<file path="src/biss_c_frame_decoder_core_macros.svh">
// Assertion macros shared by the frame decoder RTL.
// Needs nothing else; include with the bare file name.
`ifndef BISS_C_FRAME_DECODER_CORE_MACROS_SVH
`define BISS_C_FRAME_DECODER_CORE_MACROS_SVH

// Clocked assertion that is switched off while reset is held.
`define BISSC_ASSERT(lbl, clk_sig, rst_n_sig, prop, msg) \
	lbl: assert property (@(posedge clk_sig) disable iff (!rst_n_sig) prop) else $error(msg);

// Clocked assertion that is checked during reset as well.
`define BISSC_ASSERT_ALWAYS(lbl, clk_sig, prop, msg) \
	lbl: assert property (@(posedge clk_sig) prop) else $error(msg);

`endif

</file>
<file path="src/bissc_pkg.sv">
// Constants, types and the CRC6 helper of the BiSS-C frame decoder.
// Has no dependencies; the interfaces, modules and testbench refer to it by scoped names.
package bissc_pkg;

	localparam int DEF_POSITION_BITS = 17;
	localparam int DEF_ACK_BITS      = 13;
	localparam int DEF_WINDOW_BITS   = 48;

	localparam int CRC_W    = 6;
	localparam int START_W  = 6;
	localparam int STATUS_W = 2;

	localparam logic [CRC_W-1:0] CRC_POLY_LOW = 6'h03;
	localparam logic [CRC_W-1:0] CRC_MASK     = 6'h3F;

	localparam logic [STATUS_W-1:0] STATUS_OK       = 2'd0;
	localparam logic [STATUS_W-1:0] STATUS_SYNC_ERR = 2'd1;
	localparam logic [STATUS_W-1:0] STATUS_ENC_ERR  = 2'd2;
	localparam logic [STATUS_W-1:0] STATUS_CRC_ERR  = 2'd3;

	typedef struct packed {
		logic               found;
		logic [START_W-1:0] start;
	} sync_t;

	// Remainder left by a single one bit followed by bit_pos zero bits.
	// The CRC starts at zero, so the full remainder is the XOR of these columns.
	function automatic logic [CRC_W-1:0] crc6_column(input int bit_pos);
		logic [CRC_W-1:0] rem;
		logic             fb;
		rem = CRC_POLY_LOW;
		for (int k = 0; k < bit_pos; k++) begin
			fb  = rem[CRC_W-1];
			rem = {rem[CRC_W-2:0], 1'b0} & CRC_MASK;
			if (fb) begin
				rem = rem ^ CRC_POLY_LOW;
			end
		end
		return rem;
	endfunction

endpackage

</file>
<file path="src/bissc_frame_if.sv">
// Input channel of the frame decoder: one sampled line window per item.
// Depends on bissc_pkg for the default window width.
interface bissc_frame_if #(
	parameter int WINDOW_BITS = bissc_pkg::DEF_WINDOW_BITS
) ();
	logic                   valid;
	logic                   ready;
	logic [WINDOW_BITS-1:0] raw_frame;

	modport source (output valid, output raw_frame, input ready);
	modport sink (input valid, input raw_frame, output ready);
endinterface

</file>
<file path="src/bissc_result_if.sv">
// Output channel of the frame decoder: one decoded response per item.
// Depends on bissc_pkg for field widths and the default position width.
interface bissc_result_if #(
	parameter int POSITION_BITS = bissc_pkg::DEF_POSITION_BITS
) ();
	logic                                valid;
	logic                                ready;
	logic [bissc_pkg::STATUS_W-1:0]      status;
	logic [POSITION_BITS-1:0]            position;
	logic                                no_err;
	logic                                no_warn;
	logic [bissc_pkg::CRC_W-1:0]         crc_rx;
	logic [bissc_pkg::CRC_W-1:0]         crc_chk;
	logic [bissc_pkg::START_W-1:0]       payload_start;

	modport source (output valid, output status, output position, output no_err,
		output no_warn, output crc_rx, output crc_chk,
		output payload_start, input ready);
	modport sink (input valid, input status, input position, input no_err,
		input no_warn, input crc_rx, input crc_chk,
		input payload_start, output ready);
endinterface

</file>
<file path="src/bissc_sync.sv">
// Start-of-response search: tests every candidate offset in parallel and
// picks the earliest match. Depends on bissc_pkg.
module bissc_sync #(
	parameter int POSITION_BITS = bissc_pkg::DEF_POSITION_BITS,
	parameter int ACK_BITS      = bissc_pkg::DEF_ACK_BITS,
	parameter int WINDOW_BITS   = bissc_pkg::DEF_WINDOW_BITS
) (
	input  logic [WINDOW_BITS-1:0]                       win,
	output bissc_pkg::sync_t                             sync,
	output logic [POSITION_BITS+2+bissc_pkg::CRC_W-1:0]  fields
);
	localparam int FIELD_BITS = POSITION_BITS + 2 + bissc_pkg::CRC_W;
	localparam int RESP_LEN   = ACK_BITS + 2 + FIELD_BITS;
	localparam int LAST       = WINDOW_BITS - RESP_LEN;
	localparam int NUM_OFF    = (LAST >= 0) ? LAST + 1 : 0;

	generate
		if (NUM_OFF > 0) begin : g_search
			logic [NUM_OFF-1:0]    hit;
			logic [FIELD_BITS-1:0] cand [NUM_OFF];

			for (genvar s = 0; s < NUM_OFF; s++) begin : g_off
				logic lead_ok;
				if (s == 0) begin : g_first
					assign lead_ok = 1'b1;
				end else begin : g_rest
					// The bit just before the acknowledge run must be high.
					assign lead_ok = win[WINDOW_BITS-s];
				end
				assign hit[s] = lead_ok & ~(|win[WINDOW_BITS-1-s -: ACK_BITS])
					& win[WINDOW_BITS-1-s-ACK_BITS];
				assign cand[s] = win[WINDOW_BITS-3-s-ACK_BITS -: FIELD_BITS];
			end

			// Walk from the last offset down so the earliest match wins.
			always_comb begin
				sync.found = 1'b0;
				sync.start = '0;
				fields     = '0;
				for (int i = NUM_OFF - 1; i >= 0; i--) begin
					if (hit[i]) begin
						sync.found = 1'b1;
						sync.start = bissc_pkg::START_W'(i + ACK_BITS + 2);
						fields     = cand[i];
					end
				end
			end
		end else begin : g_none
			// The response cannot fit in the window, so no offset is ever tried.
			always_comb begin
				sync.found = 1'b0;
				sync.start = '0;
				fields     = win[FIELD_BITS-1:0] & '0;
			end
		end
	endgenerate
endmodule

</file>
<file path="src/bissc_crc6.sv">
// Inverted CRC6 (x^6+x+1, zero start) over position, error and warning bits,
// built as an XOR of constant columns. Depends on bissc_pkg.
module bissc_crc6 #(
	parameter int POSITION_BITS = bissc_pkg::DEF_POSITION_BITS
) (
	input  logic [POSITION_BITS+1:0]      data,
	output logic [bissc_pkg::CRC_W-1:0]   crc
);
	localparam int DATA_BITS = POSITION_BITS + 2;

	logic [bissc_pkg::CRC_W-1:0] col [DATA_BITS];
	logic [bissc_pkg::CRC_W-1:0] rem;

	for (genvar k = 0; k < DATA_BITS; k++) begin : g_col
		assign col[k] = bissc_pkg::crc6_column(k);
	end

	always_comb begin
		rem = '0;
		for (int k = 0; k < DATA_BITS; k++) begin
			if (data[k]) begin
				rem = rem ^ col[k];
			end
		end
		crc = ~rem;
	end
endmodule

</file>
<file path="src/biss_c_frame_decoder_core.sv">
// Top level of the BiSS-C response frame decoder.
// Depends on bissc_pkg, bissc_frame_if, bissc_result_if, bissc_sync, bissc_crc6
// and the assertion macros header.
//
//   channel   direction   payload
//   frame     in          raw_frame
//   result    out         status, position, no_err, no_warn,
//                         crc_rx, crc_chk, payload_start
//
// Every item passes through the input register and then the result register,
// with the offset search and CRC in between.
// One item is taken per cycle as long as the result side takes one per cycle.
// When the result side stalls, the input register holds a second item before
// frame.ready falls. Reset clears both valid flags and nothing else.
module biss_c_frame_decoder_core #(
	parameter int POSITION_BITS = bissc_pkg::DEF_POSITION_BITS,
	parameter int ACK_BITS      = bissc_pkg::DEF_ACK_BITS,
	parameter int WINDOW_BITS   = bissc_pkg::DEF_WINDOW_BITS
) (
	input  logic            clk,
	input  logic            arst_n,
	bissc_frame_if.sink     frame,
	bissc_result_if.source  result
);
	`include "biss_c_frame_decoder_core_macros.svh"

	localparam int FIELD_BITS = POSITION_BITS + 2 + bissc_pkg::CRC_W;
	localparam int CW         = bissc_pkg::CRC_W;

	logic                   v_s1;
	logic [WINDOW_BITS-1:0] raw_s1;
	logic                   v_s2;
	logic                   stall_s2;

	bissc_pkg::sync_t        sync;
	logic [FIELD_BITS-1:0]   fields;
	logic [POSITION_BITS-1:0] pos;
	logic                    err;
	logic                    warn;
	logic [CW-1:0]           rcrc;
	logic [CW-1:0]           ccrc;
	logic [bissc_pkg::STATUS_W-1:0] status_d;

	logic [bissc_pkg::STATUS_W-1:0] status_s2;
	logic [POSITION_BITS-1:0]       position_s2;
	logic                           no_err_s2;
	logic                           no_warn_s2;
	logic [CW-1:0]                  crc_rx_s2;
	logic [CW-1:0]                  crc_chk_s2;
	logic [bissc_pkg::START_W-1:0]  payload_start_s2;

	assign stall_s2    = v_s2 & ~result.ready;
	assign frame.ready = ~v_s1 | ~stall_s2;

	always_ff @(posedge clk or negedge arst_n) begin
		if (!arst_n) begin
			v_s1 <= 1'b0;
			v_s2 <= 1'b0;
		end else begin
			if (frame.ready) begin
				v_s1 <= frame.valid;
			end
			if (!stall_s2) begin
				v_s2 <= v_s1;
			end
		end
	end

	always_ff @(posedge clk) begin
		if (frame.valid && frame.ready) begin
			raw_s1 <= frame.raw_frame;
		end
	end

	bissc_sync #(
		.POSITION_BITS (POSITION_BITS),
		.ACK_BITS      (ACK_BITS),
		.WINDOW_BITS   (WINDOW_BITS)
	) u_sync (
		.win    (raw_s1),
		.sync   (sync),
		.fields (fields)
	);

	assign pos  = fields[FIELD_BITS-1 -: POSITION_BITS];
	assign err  = fields[CW+1];
	assign warn = fields[CW];
	assign rcrc = fields[CW-1:0];

	bissc_crc6 #(
		.POSITION_BITS (POSITION_BITS)
	) u_crc (
		.data (fields[FIELD_BITS-1:CW]),
		.crc  (ccrc)
	);

	// Encoder error takes precedence over a CRC mismatch.
	always_comb begin
		if (!sync.found) begin
			status_d = bissc_pkg::STATUS_SYNC_ERR;
		end else if (!err) begin
			status_d = bissc_pkg::STATUS_ENC_ERR;
		end else if (rcrc != ccrc) begin
			status_d = bissc_pkg::STATUS_CRC_ERR;
		end else begin
			status_d = bissc_pkg::STATUS_OK;
		end
	end

	always_ff @(posedge clk) begin
		if (v_s1 && !stall_s2) begin
			status_s2        <= status_d;
			position_s2      <= (status_d == bissc_pkg::STATUS_OK) ? pos : '0;
			no_err_s2        <= sync.found & err;
			no_warn_s2       <= sync.found & warn;
			crc_rx_s2        <= sync.found ? rcrc : '0;
			crc_chk_s2       <= sync.found ? ccrc : '0;
			payload_start_s2 <= sync.start;
		end
	end

	assign result.valid         = v_s2;
	assign result.status        = status_s2;
	assign result.position      = position_s2;
	assign result.no_err        = no_err_s2;
	assign result.no_warn       = no_warn_s2;
	assign result.crc_rx        = crc_rx_s2;
	assign result.crc_chk       = crc_chk_s2;
	assign result.payload_start = payload_start_s2;

	`BISSC_ASSERT(a_sync_err_clears, clk, arst_n, v_s2 && status_s2 == bissc_pkg::STATUS_SYNC_ERR |-> payload_start_s2 == '0 && crc_chk_s2 == '0 && !no_err_s2, "sync error result carries nonzero fields")
	`BISSC_ASSERT(a_position_only_ok, clk, arst_n, v_s2 && position_s2 != '0 |-> status_s2 == bissc_pkg::STATUS_OK, "position reported on a failed frame")
	`BISSC_ASSERT(a_s1_kept_on_stall, clk, arst_n, v_s1 && stall_s2 |=> v_s1 && $stable(raw_s1), "input stage lost its item while the result stage was blocked")
	`BISSC_ASSERT_ALWAYS(a_reset_empty, clk, !arst_n |-> !v_s1 && !v_s2, "pipeline not empty during reset")
endmodule

</file>
<file path="src/flat_wrapper.sv">
// flat-port wrapper written by rule: the top's interface ports become plain ports
module biss_c_frame_decoder_core_flat 
#(
	parameter int POSITION_BITS = bissc_pkg::DEF_POSITION_BITS,
	parameter int ACK_BITS      = bissc_pkg::DEF_ACK_BITS,
	parameter int WINDOW_BITS   = bissc_pkg::DEF_WINDOW_BITS
)
  (clk, arst_n, frame_valid, frame_raw_frame, frame_ready, result_valid, result_status, result_position, result_no_err, result_no_warn, result_crc_rx, result_crc_chk, result_payload_start, result_ready);
  bissc_frame_if #(.WINDOW_BITS(WINDOW_BITS)) frame_i ();
  bissc_result_if #(.POSITION_BITS(POSITION_BITS)) result_i ();
  input  logic clk;
  input  logic arst_n;
  input wire logic [$bits(frame_i.valid)-1:0] frame_valid;
  input wire logic [$bits(frame_i.raw_frame)-1:0] frame_raw_frame;
  output wire logic [$bits(frame_i.ready)-1:0] frame_ready;
  output wire logic [$bits(result_i.valid)-1:0] result_valid;
  output wire logic [$bits(result_i.status)-1:0] result_status;
  output wire logic [$bits(result_i.position)-1:0] result_position;
  output wire logic [$bits(result_i.no_err)-1:0] result_no_err;
  output wire logic [$bits(result_i.no_warn)-1:0] result_no_warn;
  output wire logic [$bits(result_i.crc_rx)-1:0] result_crc_rx;
  output wire logic [$bits(result_i.crc_chk)-1:0] result_crc_chk;
  output wire logic [$bits(result_i.payload_start)-1:0] result_payload_start;
  input wire logic [$bits(result_i.ready)-1:0] result_ready;
  assign frame_i.valid = frame_valid;
  assign frame_i.raw_frame = frame_raw_frame;
  assign frame_ready = frame_i.ready;
  assign result_valid = result_i.valid;
  assign result_status = result_i.status;
  assign result_position = result_i.position;
  assign result_no_err = result_i.no_err;
  assign result_no_warn = result_i.no_warn;
  assign result_crc_rx = result_i.crc_rx;
  assign result_crc_chk = result_i.crc_chk;
  assign result_payload_start = result_i.payload_start;
  assign result_i.ready = result_ready;
  biss_c_frame_decoder_core #(.POSITION_BITS(POSITION_BITS), .ACK_BITS(ACK_BITS), .WINDOW_BITS(WINDOW_BITS)) u_core (.clk(clk), .arst_n(arst_n), .frame(frame_i), .result(result_i));
endmodule
</file>
<file path="config.mk">
export PLATFORM = sky130hd
export DESIGN_NAME = biss_c_frame_decoder_core_flat
export DESIGN_NICKNAME = d
export VERILOG_FILES = /design/src/bissc_pkg.sv /design/src/bissc_frame_if.sv /design/src/bissc_result_if.sv /design/src/bissc_sync.sv /design/src/bissc_crc6.sv /design/src/biss_c_frame_decoder_core.sv /design/src/flat_wrapper.sv
export VERILOG_INCLUDE_DIRS = /design/src /design/src/src
export SDC_FILE = /design/constraint.sdc
export NUM_CORES = 1
export LEC_CHECK = 0
export BUFFER_PORTS_ARGS = -buffer_cell sky130_fd_sc_hd__clkbuf_2
export CORE_UTILIZATION = 55
export DETAILED_ROUTE_END_ITERATION = 7
export PLACE_DENSITY_LB_ADDON = 0.25
export SYNTH_ARGS = -nofsm -noshare
export SYNTH_HDL_FRONTEND = slang
export SYNTH_SLANG_ARGS = --single-unit
export TNS_END_PERCENT = 1
</file>
<file path="constraint.sdc">
create_clock -name clk -period 12.57 [get_ports clk]
set_clock_uncertainty 0.1 [all_clocks]
set_input_delay 0.6285 -clock clk [delete_from_list [all_inputs] [get_ports clk]]
set_output_delay 0.6285 -clock clk [all_outputs]
set_load 0.1 [all_outputs]
</file>
==> results of run 1 <==
==> metal layers <==
| layer | part of all wire | vias to the layer above | global-route usage |
|---|---|---|---|
| li1 | - | 2483 | - |
| met1 | 0.41 | 2691 | 0.456 |
| met2 | 0.45 | 421 | 0.517 |
| met3 | 0.10 | 75 | 0.0781 |
| met4 | 0.041 | 0 | 0.178 |
| met5 | 0 | - | 0 |
==> registers in the layout (all words and copies together), names as in the netlist <==
signal / count
u_core.result.position: 17
u_core.result.crc_rx: 6
u_core.result.no_err: 1
u_core.result.payload_start: 5
u_core.v_s1: 1
u_core.result.no_warn: 1
u_core.raw_s1: 48
u_core.result.status: 2
u_core.result.crc_chk: 6
u_core.result.valid: 1
==> cells by family after synthesis <==
logic type | after synthesis | share of synthesized area
XOR/XNOR | 38 | 0.0772
AO/OA/AOI/OAI | 203 | 0.241
flip-flops | 88 | 0.428
multiplexers | 3 | 0.00488
buffers and inverters | 71 | 0.0539
other | 1 | 0.000609
AND/OR/NAND/NOR | 198 | 0.195
==> report_power, final <==
group	internal [mW]	total, mW	switching, mW
clock	0.0722	0.179	0.107
sequential	0.343	0.372	0.0287
combinational	0.0209	0.103	0.0821
total	0.436	0.654	0.218
==> final cells by class <==
type / instances / area, sq um / share of cell area
repair buffers: 100 / 523 / 0.0776
flip-flops and latches: 88 / 2630 / 0.390
well taps: 140 / 175 / 0.0260
inverters: 9 / 33.8 / 0.00501
clock inverters: 6 / 43.8 / 0.00649
multi-input cells: 443 / 3210 / 0.476
clock buffers: 10 / 128 / 0.0189
==> synthesized netlist by cell type, types with 5 or more instances <==
library cell	number
o22ai_1	23
nor3_1	23
xnor3_1	6
a21oi_1	36
o21ai_0	28
o22a_1	5
and4b_1	15
a22oi_1	15
buf_6	5
a32oi_1	10
a21o_1	7
nor2_1	54
a22o_1	5
nand3_1	14
xor2_1	6
buf_1	5
clkbuf_1	38
nand2_1	14
xnor2_1	21
buf_2	9
and3_1	10
nor2b_1	5
a221oi_1	22
edfxtp_1	86
inv_1	7
and2_1	11
or3_1	8
==> worst max-delay path: cells and delay by family (launching register included) <==
kind	cells	cell delay, ps
flops	1	530
simple gates	6	3030
xor+xnor	3	1010
mux	1	300
compound gates	2	490
==> how the worst max path moves through the flow <==
stage                                  from                        end  slack, ps  cells past startpoint
after floorplan           u_core.raw_s1[41]    u_core.result.status[1]       8510                     13
after global placement    u_core.raw_s1[34]    u_core.result.status[1]       6620                     12
after detailed placement  u_core.raw_s1[34]    u_core.result.status[1]       6370                     12
after CTS                 u_core.raw_s1[34]  u_core.result.position[4]       6360                     12
after global routing      u_core.raw_s1[34]    u_core.result.status[1]       6540                     12
final                     u_core.raw_s1[34]    u_core.result.status[1]       6840                     12
==> through the flow <==
step	hold slack [ps]	instances	cell area (sq um)	power (mW)	worst slack, ps
3_5_place_dp	318	778	6560	0.479	6370
4_1_cts	316	795	6740	0.653	6360
2_1_floorplan	233	602	6160	0.450	8510
6_report	322	796	6740	0.654	6840
5_1_grt	316	796	6740	0.670	6540
3_3_place_gp	314	778	6560	0.477	6620
==> results.md, run 1 <==
* Area growth syn-to-layout at 9.51%
* Reg2Reg Depth at 12
* Reg-to-reg startpoint: u_core.raw_s1[34]
* Fmax at 174 MHz
* Final Util at 0.619
* Worst R2R Setup Slack at 6840 ps
* Final max-slew violation count at 0
* Slowest-stage cell, CP: nor2_1
* Antenna viol nets, final at 0
* Vias at 5670
* Worst-path maximum fanout at 37
* Maximum vdd drop at 0.0745 mV
* Nets@finish at 703
* Clk buf depth at 2
* WP data arrival at 5750 ps
* Yosys top cell area share at 0.419
* Worst Hold Class: input pin to register
* Worst-path clk slew at 90 ps
* Postcts setup bufs at 0
* Die ar. at 11600 sq um
* Avg Cell Area, Syn at 10.2 sq um
* Final worst-path cycle share at 0.456
* DR WL/cell at 24.4 microns
* Post-Route WL at 19.4 mm
* Final Critical Period at 5730 ps
* RSZ-0062 raised after global routing: false
* PwrDens at 97.0 nW/um^2
* Slew @ Worst Pin at 1150 ps
* First-pass GRT wire length at 29.2 mm
* IO Count at 93
* Post-CTS Resized at 0
* Die X at 108 microns
* Leading cell types in the layout, fill and taps excluded: clkbuf_2 (91), edfxtp_1 (86), nor2_1 (54)
* Sequential area share after synthesis at 0.428
* Initial Util at 0.566
* Slew Limit Headroom at 0.234
* Total negative slack at 0 ps
* Num rows at 38
* End of the worst hold path: u_core.raw_s1[9]
* Cell type with the highest aggregate area in the netlist: edfxtp_1
* GRT overflow at 0
* Filler instances at 922
* Clk Latency, worst-skew pair at 370 ps
* Ys Warns at 0
* CP Capture Type: register
* Post-synthesis cell type count at 87
* TritonCTS clock tree: yes
* Initial antenna violation count at 0
* DP HPWL at 13.4 mm
* Clk sinks at 88
* Max Cap Viol at 0
* Cell count after synthesis at 602
* Setup CP Type: register to register
* Final setup vio count at 0
* Vias in the first global route at 5118
* CP required at 12590 ps
* Post-synth EDFFs at 86
* Drt drc at 0
* Root buf cell: clkbuf_8
* Final Hold Vio Count at 0
* CTS Buf Count at 9
* Startpoint type of the worst setup path: register
* Diode count at 0
* Pre-antenna DRT Iters at 7
* Crit-path cells: nor3_1, nand3_2, nor2_1, a211oi_1, o22ai_1, xnor3_1, xnor3_1, xor3_1, or2_1, mux2i_1, nand3_2, nor2b_1
* Async SR Flop Fraction at 0.0227
* H-tree depth at 3
* Die Ht at 108 microns
* Leading cell type in the layout, fill and taps excluded: clkbuf_2
* DRT iter0 DRCs at 781
* Pin count of the biggest net entering global routing at 49
* Core Region at 10900 sq um
* Share of cells above drive strength 1 at 0.216
* Synth Net Count at 654
* Critical R2R Capture: u_core.result.status[1]
* Hold depth at 1
* Status: complete, no violations
* Input/output buffers at 91
* Min-delay src: frame_raw_frame[9]
* CP peak stage delay at 880 ps
* Yosys reg bits at 88
* Top_reg_cell synth: edfxtp_1
* Hold-fix buffers, CTS at 1
* Top post-synthesis cells by area: edfxtp_1 (42%), nor2_1 (3.3%), a221oi_1 (3.1%), xnor2_1 (3.0%), a21oi_1 (2.9%)
* Global-route usage over all layers at 0.342
* Number of vias per cell at 7.12
* Post-Syn Area at 6160 sq um
* Placer Congestion at 0.942
* Pleak at 2.42 nW
Power figures use the tool's default switching activity.
==> run 2: changes to the inputs <==
Clock period 12.57 ns to 5.7 ns, I/O delays scaled along.
==> run 2 against run 1 <==
Core utilization increased by 5.2 points. Flip-flop and latch count is the same. Setup slack got worse by 6400 ps. Count of clock-buffer cells in the layout down 1. Global-route usage is 2.0 points higher. Fmax is 8.7% higher. Die area is the same. Critical path type unchanged. Largest cell class unchanged.
==> results.md, run 2 (synthesized netlist as in run 1, its figures left out) <==
* CP required at 5700 ps (-6890 ps)
* Switching part of the total at 0.322 (-0.0114)
* Input/output buffers at 91 (unchanged)
* Global-route usage over all layers at 0.362 (+0.0199)
* Diode count at 0 (unchanged)
* Pre-antenna DRT Iters at 8 (+1)
* Slew Limit Headroom at 0.290 (+0.0557)
* Hold-fix buffers, CTS at 49 (+48)
* Num rows at 38 (unchanged)
* RSZ-0062 raised after global routing: false
* Max FFs per register at 48 (unchanged)
* Placer Congestion at 0.981 (+4.2%)
* Die ar. at 11600 sq um (unchanged)
* First-pass GRT wire length at 31.2 mm (+6.6%)
* Maximum vdd drop at 0.166 mV (+120%)
* PwrDens at 207 nW/um^2 (+110%)
* Number of vias per cell at 6.95 (-2.5%)
* TritonCTS clock tree: yes
* DRT iter0 DRCs at 650 (-17%)
* Clk sinks at 88 (unchanged)
* Core Region at 10900 sq um (unchanged)
* Setup CP Type: register to register
* Fmax at 190 MHz (+8.7%)
* H-tree depth at 3 (unchanged)
* Initial antenna violation count at 0 (unchanged)
* Final max-slew violation count at 0 (unchanged)
* Drt drc at 0 (unchanged)
* GR Layer Usage met1 at 0.480 (+0.0238)
* Max Cap Viol at 0 (unchanged)
* Status: complete, no violations
* Startpoint type of the worst setup path: register
* Register Area at 2630 sq um (unchanged)
* Grt peak-use layer: met2
* Nets@finish at 759 (+8.0%)
* Final Critical Period at 5270 ps (-461 ps)
* Final Util at 0.671 (+0.0521)
* Slew @ Worst Pin at 1070 ps (-82.4 ps)
* Final setup vio count at 0 (unchanged)
* Root buf cell: clkbuf_8
* IO Count at 93 (unchanged)
* Pleak at 2.68 nW (+11%)
* Worst-path maximum fanout at 18 (-51%)
* Clock share of power at 0.289 (+0.015)
* GR Util met2 at 0.543 (+0.0261)
* WP data arrival at 5270 ps (-480 ps)
* Filler instances at 837 (-9.2%)
* Leading cell type in the layout, fill and taps excluded: clkbuf_2
* CP Capture Type: register
* Total negative slack at 0 ps (unchanged)
* Die Ht at 108 microns (unchanged)
* Die X at 108 microns (unchanged)
* Largest Register: u_core.raw_s1
* Met3 usage at 0.0969 (+0.0188)
* DR WL/cell at 23.8 microns (-2.7%)
* Final Hold Vio Count at 0 (unchanged)
* Clk Latency, worst-skew pair at 370 ps (about the same)
* Post-CTS Resized at 0 (unchanged)
* Postcts setup bufs at 0 (unchanged)
* Antenna viol nets, final at 0 (unchanged)
* Worst Hold Class: input pin to register
* Sw Pwr at 0.488 mW (+120%)
* Final worst-path cycle share at 0.925 (+0.469)
* Clk buf depth at 2 (unchanged)
* Post-Route WL at 20.2 mm (+4.2%)
* Combinational Power Share at 0.173 (+0.016)
* Leading cell types in the layout, fill and taps excluded: clkbuf_2 (91), edfxtp_1 (86), nor2_1 (54)
* Worst-path clk slew at 90 ps (about the same)
* Initial Util at 0.566 (unchanged)
* CTS Buf Count at 9 (unchanged)
* Area growth syn-to-layout at 18.7%
* Multi-input gate area in the final layout at 3210 sq um (unchanged)
* Vias at 5920 (+4.4%)
* Sequential share of power at 0.538 (-0.030)
* Vias in the first global route at 5597 (+9.4%)
* Share of cells above drive strength 1 at 0.211 (-0.00579)
* GRT overflow at 0 (unchanged)
* DP HPWL at 13.8 mm (+2.7%)
* Internal power at 1.03 mW (+140%)
* Pin count of the biggest net entering global routing at 49 (unchanged)
run 2: cell types whose count changed in the layout (fill, tap and decap cells not counted), sizes merged:
cell         change
clkinvlp         -2
clkinv           +2
buf              +8
bufinv           +1
dlygate4sd3     +48
clkbuf           -1
run 2: stage by stage:
step                hold slack (ps)  cell area (sq um)  std cells  power (mW)  worst slack [ps]
detailed placement            -26.8               6620        787        1.06               543
floorplan                      -111               6160        602       0.991              1640
finish                         16.4               7310        852        1.52               430
global placement              -29.8               6620        787        1.06               722
global route                   5.14               7310        852        1.56               175
CTS                            1.82               7310        852        1.51               523
run 2: power groups by stage:
stage	combinational, mW	clock [mW]	sequential (mW)
6_report	0.262	0.438	0.816
5_1_grt	0.275	0.468	0.818
4_1_cts	0.260	0.443	0.811
3_5_place_dp	0.233	0	0.826
3_3_place_gp	0.231	0	0.825
2_1_floorplan	0.0865	0	0.905
run 2: critical path, cell delays in order, from the launching register on:
cell and delay (ps):
edfxtp_1 600, or4_4 590, nor3_4 570, buf_4 350, nand2_2 180, o221ai_1 210
o21a_1 260, xnor3_1 460, xnor3_2 250, xnor3_1 380, a21oi_1 140, and4b_1 300
nand3_2 330, nor2b_1 260
run 2: worst paths after layout:
path	to	depth (start not counted)	slack [ps]	start
max	u_core.result.status[1]	13	430	u_core.raw_s1[40]
min	u_core.v_s1	2	20	frame_valid
min reg2reg	u_core.result.valid	1	390	u_core.v_s1
min in group asynchronous	u_core.v_s1	2	130	arst_n
max in group asynchronous	u_core.result.valid	2	5270	arst_n
max reg2reg	u_core.result.status[1]	13	430	u_core.raw_s1[40]
run 2: cell type report:
type / count / share of cell area
Clock buffer: 9 / 0.0169
Clock inverter: 7 / 0.00976
Multi-Input combinational cell: 443 / 0.439
Inverter: 9 / 0.00462
Sequential cell: 88 / 0.360
Timing Repair Buffer: 156 / 0.146
Tap cell: 140 / 0.0240
run 2: per-layer routing:
layer  wire length [microns]  vias to the layer above
li1                        -                     2597
met1                    7820                     2790
met2                    9050                      445
met3                    2450                       88
met4                     914                        0
met5                       0                        -
==> run 3: changes to the inputs <==
Settings changed: SYNTH_HIERARCHICAL set to 1.
==> run 3 against run 2 <==
The flow now finishes with violations (DRC). Sequential share of layout area down 1.5 points. Synthesized cell count up 9.0%. Non-clock buffer count grew 9.
==> results.md, run 3 <==
* Status: finished with violations
* Failing checks: DRC
* Area growth syn-to-layout at 19.8%
* Reg-to-reg startpoint: u_core/raw_s1[31]
* First-pass GRT wire length at 30.2 mm (-2.9%)
* Post-Route WL at 19.8 mm (-2.3%)
* Count of non-filler cells in the finished layout at 902 (+5.9%)
* GRT overflow at 0 (unchanged)
* Share of cells above drive strength 1 at 0.221 (+0.0107)
* Die ar. at 12100 sq um (+4.4%)
* Clk buf depth at 2 (unchanged)
* DR WL/cell at 21.9 microns (-7.7%)
* Vias at 6119 (+3.4%)
* Nets@finish at 806 (+6.2%)
* CP required at 5760 ps (+60 ps)
* Root buf cell: clkbuf_16
* Antenna viol nets, final at 0 (unchanged)
* Slew @ Worst Pin at 1060 ps (-8.82 ps)
* GR Util met2 at 0.548 (+0.00473)
* Fmax at 187 MHz (-1.2%)
* Met3 usage at 0.0800 (-0.0169)
* Final Util at 0.675 (+0.00365)
* Count leader, synth: edfxtp_1
* Input/output buffers at 92 (+1.1%)
* Ys Warns at 6 (+6)
* Worst Hold Class: input pin to register
* IO Count at 93 (unchanged)
* Top post-synthesis cells by area: edfxtp_1 (41%), nand3_1 (3.9%), a211oi_1 (3.5%), clkbuf_1 (3.5%), a22o_1 (3.1%)
* Diode count at 0 (unchanged)
* Final Critical Period at 5330 ps (+64.4 ps)
* Top cells by count, synth: edfxtp_1 (87), clkbuf_1 (60), nand3_1 (50), nand2_1 (40), nor2_1 (35)
* Cell type with the highest aggregate area in the netlist: edfxtp_1
* Worst-path maximum fanout at 30 (+12)
* Leading cell types in the layout, fill and taps excluded: clkbuf_2 (92), edfxtp_1 (87), nand3_1 (50)
* Max FFs per register at 48 (unchanged)
* Initial Util at 0.563 (-0.00228)
* CTS Buf Count at 9 (unchanged)
* Placed cell count at 841 (+6.9%)
* Register Area at 2660 sq um (+1.1%)
* Multi-input gate area in the final layout at 3400 sq um (+5.9%)
* Drt drc at 2 (+2)
* Yosys top cell area share at 0.406 (-0.0132)
* Total negative slack at 0 ps (unchanged)
* Sequential area share after synthesis at 0.414 (-0.0135)
* Slew Limit Headroom at 0.296 (+0.00588)
* H-tree depth at 3 (unchanged)
* GR Layer Usage met1 at 0.423 (-0.0569)
* Post-synth EDFFs at 87 (+1.2%)
* Leading cell type in the layout, fill and taps excluded: clkbuf_2
* Final max-slew violation count at 0 (unchanged)
* Vias in the first global route at 5647 (+0.89%)
* DRT iter0 DRCs at 816 (+26%)
* Number of vias per cell at 6.78 (-2.4%)
* Global-route usage over all layers at 0.337 (-0.0252)
* Startpoint type of the worst setup path: register
* Final setup vio count at 0 (unchanged)
* Post-Syn Area at 6430 sq um (+4.5%)
* Post-synthesis cell type count at 62 (-29%)
* Pin count of the biggest net entering global routing at 49 (unchanged)
* WP data arrival at 5390 ps (+120 ps)
* Final WS setup at 365 ps (-64.4 ps)
* Pre-antenna DRT Iters at 8 (unchanged)
* Worst-path clk slew at 60 ps (-30 ps)
* Placer Congestion at 0.928 (-5.4%)
* Crit path launch: u_core/raw_s1[31]
* Cell count after synthesis at 656 (+9.0%)
* Clk Latency, worst-skew pair at 360 ps (about the same)
* Largest Register: u_core/raw_s1
* Filler instances at 895 (+6.9%)
* Max Cap Viol at 0 (unchanged)
* Worst slack, placed at 481 ps (-61.8 ps)
* End point of the critical path: u_core/result.position[6]
* RSZ-0062 raised after global routing: false
* Grt peak-use layer: met2
* Async SR Flop Fraction at 0.0225 (-0.000255)
* Setup CP Type: register to register
* Clk sinks at 89 (+1.1%)
* Critical R2R Capture: u_core/result.position[6]
* Die X at 110 microns (+2.2%)
* Final worst-path cycle share at 0.936 (+0.0113)
* Reg2Reg Depth at 11 (-2)
* Die Ht at 110 microns (+2.2%)
* Initial antenna violation count at 0 (unchanged)
* Avg Cell Area, Syn at 9.80 sq um (-4.1%)
* Core Region at 11400 sq um (+4.9%)
* Final Hold Vio Count at 0 (unchanged)
* Maximum vdd drop at 0.310 mV (+86%)
* CP Capture Type: register
* Top_reg_cell synth: edfxtp_1
* Synth Net Count at 708 (+8.3%)
* Yosys reg bits at 89 (+1.1%)
* Worst R2R Setup Slack at 370 ps (-60 ps)
* Num rows at 39 (+2.6%)
* PwrDens at 222 nW/um^2 (+7.2%)
* Overall power at 1.71 mW (+13%)
* Pleak at 2.81 nW (+4.8%)
* TritonCTS clock tree: yes
* DP HPWL at 13.0 mm (-6.0%)
run 3: metrics by stage:
stage / cell area, sq um / hold slack [ps]
finish: 7710 / 8.51
global route: 7710 / 0.407
CTS: 7680 / 0.455
detailed placement: 6940 / -28.0
global placement: 6940 / -30.3
floorplan: 6430 / -111
run 3: worst min-delay path by stage:
stage                        startpoint                   to  slack [ps]  cells past startpoint
finish              frame_raw_frame[11]    u_core/raw_s1[11]           9                      1
global route        frame_raw_frame[11]    u_core/raw_s1[11]         0.4                      1
CTS                 frame_raw_frame[11]    u_core/raw_s1[11]         0.5                      1
detailed placement               arst_n  u_core/result.valid         -30                      1
global placement                 arst_n          u_core/v_s1         -30                      1
floorplan                        arst_n  u_core/result.valid        -110                      0
run 3: power breakdown:
part / switching (mW) / leakage, nW / total (mW) / internal, mW
Sequential: 0.0530 / 0.873 / 0.819 / 0.766
Combinational: 0.195 / 1.78 / 0.259 / 0.0640
Clock: 0.254 / 0.152 / 0.637 / 0.383
run 3: timing repair:
item | 4_1_cts | 5_1_grt
endpoints found under the hold margin | 43 | 3
gates resized for setup | 0 | 0
setup buffers | 0 | 0
hold buffers | 42 | 3
run 3: cell families after synthesis:
family,Yosys count,synth area share
flip-flops,89,0.414
XOR/XNOR,35,0.0605
AO/OA/AOI/OAI,215,0.261
buffers and inverters,86,0.0595
AND/OR/NAND/NOR,230,0.204
other,1,0.000583
run 3: final cells by class:
type	count	area share
clock buffers	9	0.0292
well taps	143	0.0232
multi-input cells	481	0.441
clock inverters	7	0.0122
inverters	8	0.00390
flip-flops and latches	89	0.345
repair buffers	165	0.145
run 3: metal layers:
metal,vias up,part of all wire
li1,2756,-
met1,2883,0.37
met2,417,0.49
met3,63,0.10
met4,0,0.039
met5,-,0
run 3: critical path, stage by stage (launching register included):
cell and delay [ps]:
edfxtp_1 560, or4_4 700, or4_4 720, o41ai_1 120
o221ai_1 160, a221oi_1 670, xnor3_1 580, xnor3_1 210
xnor2_1 180, xnor2_1 330, nand4_4 380, nor4_1 410
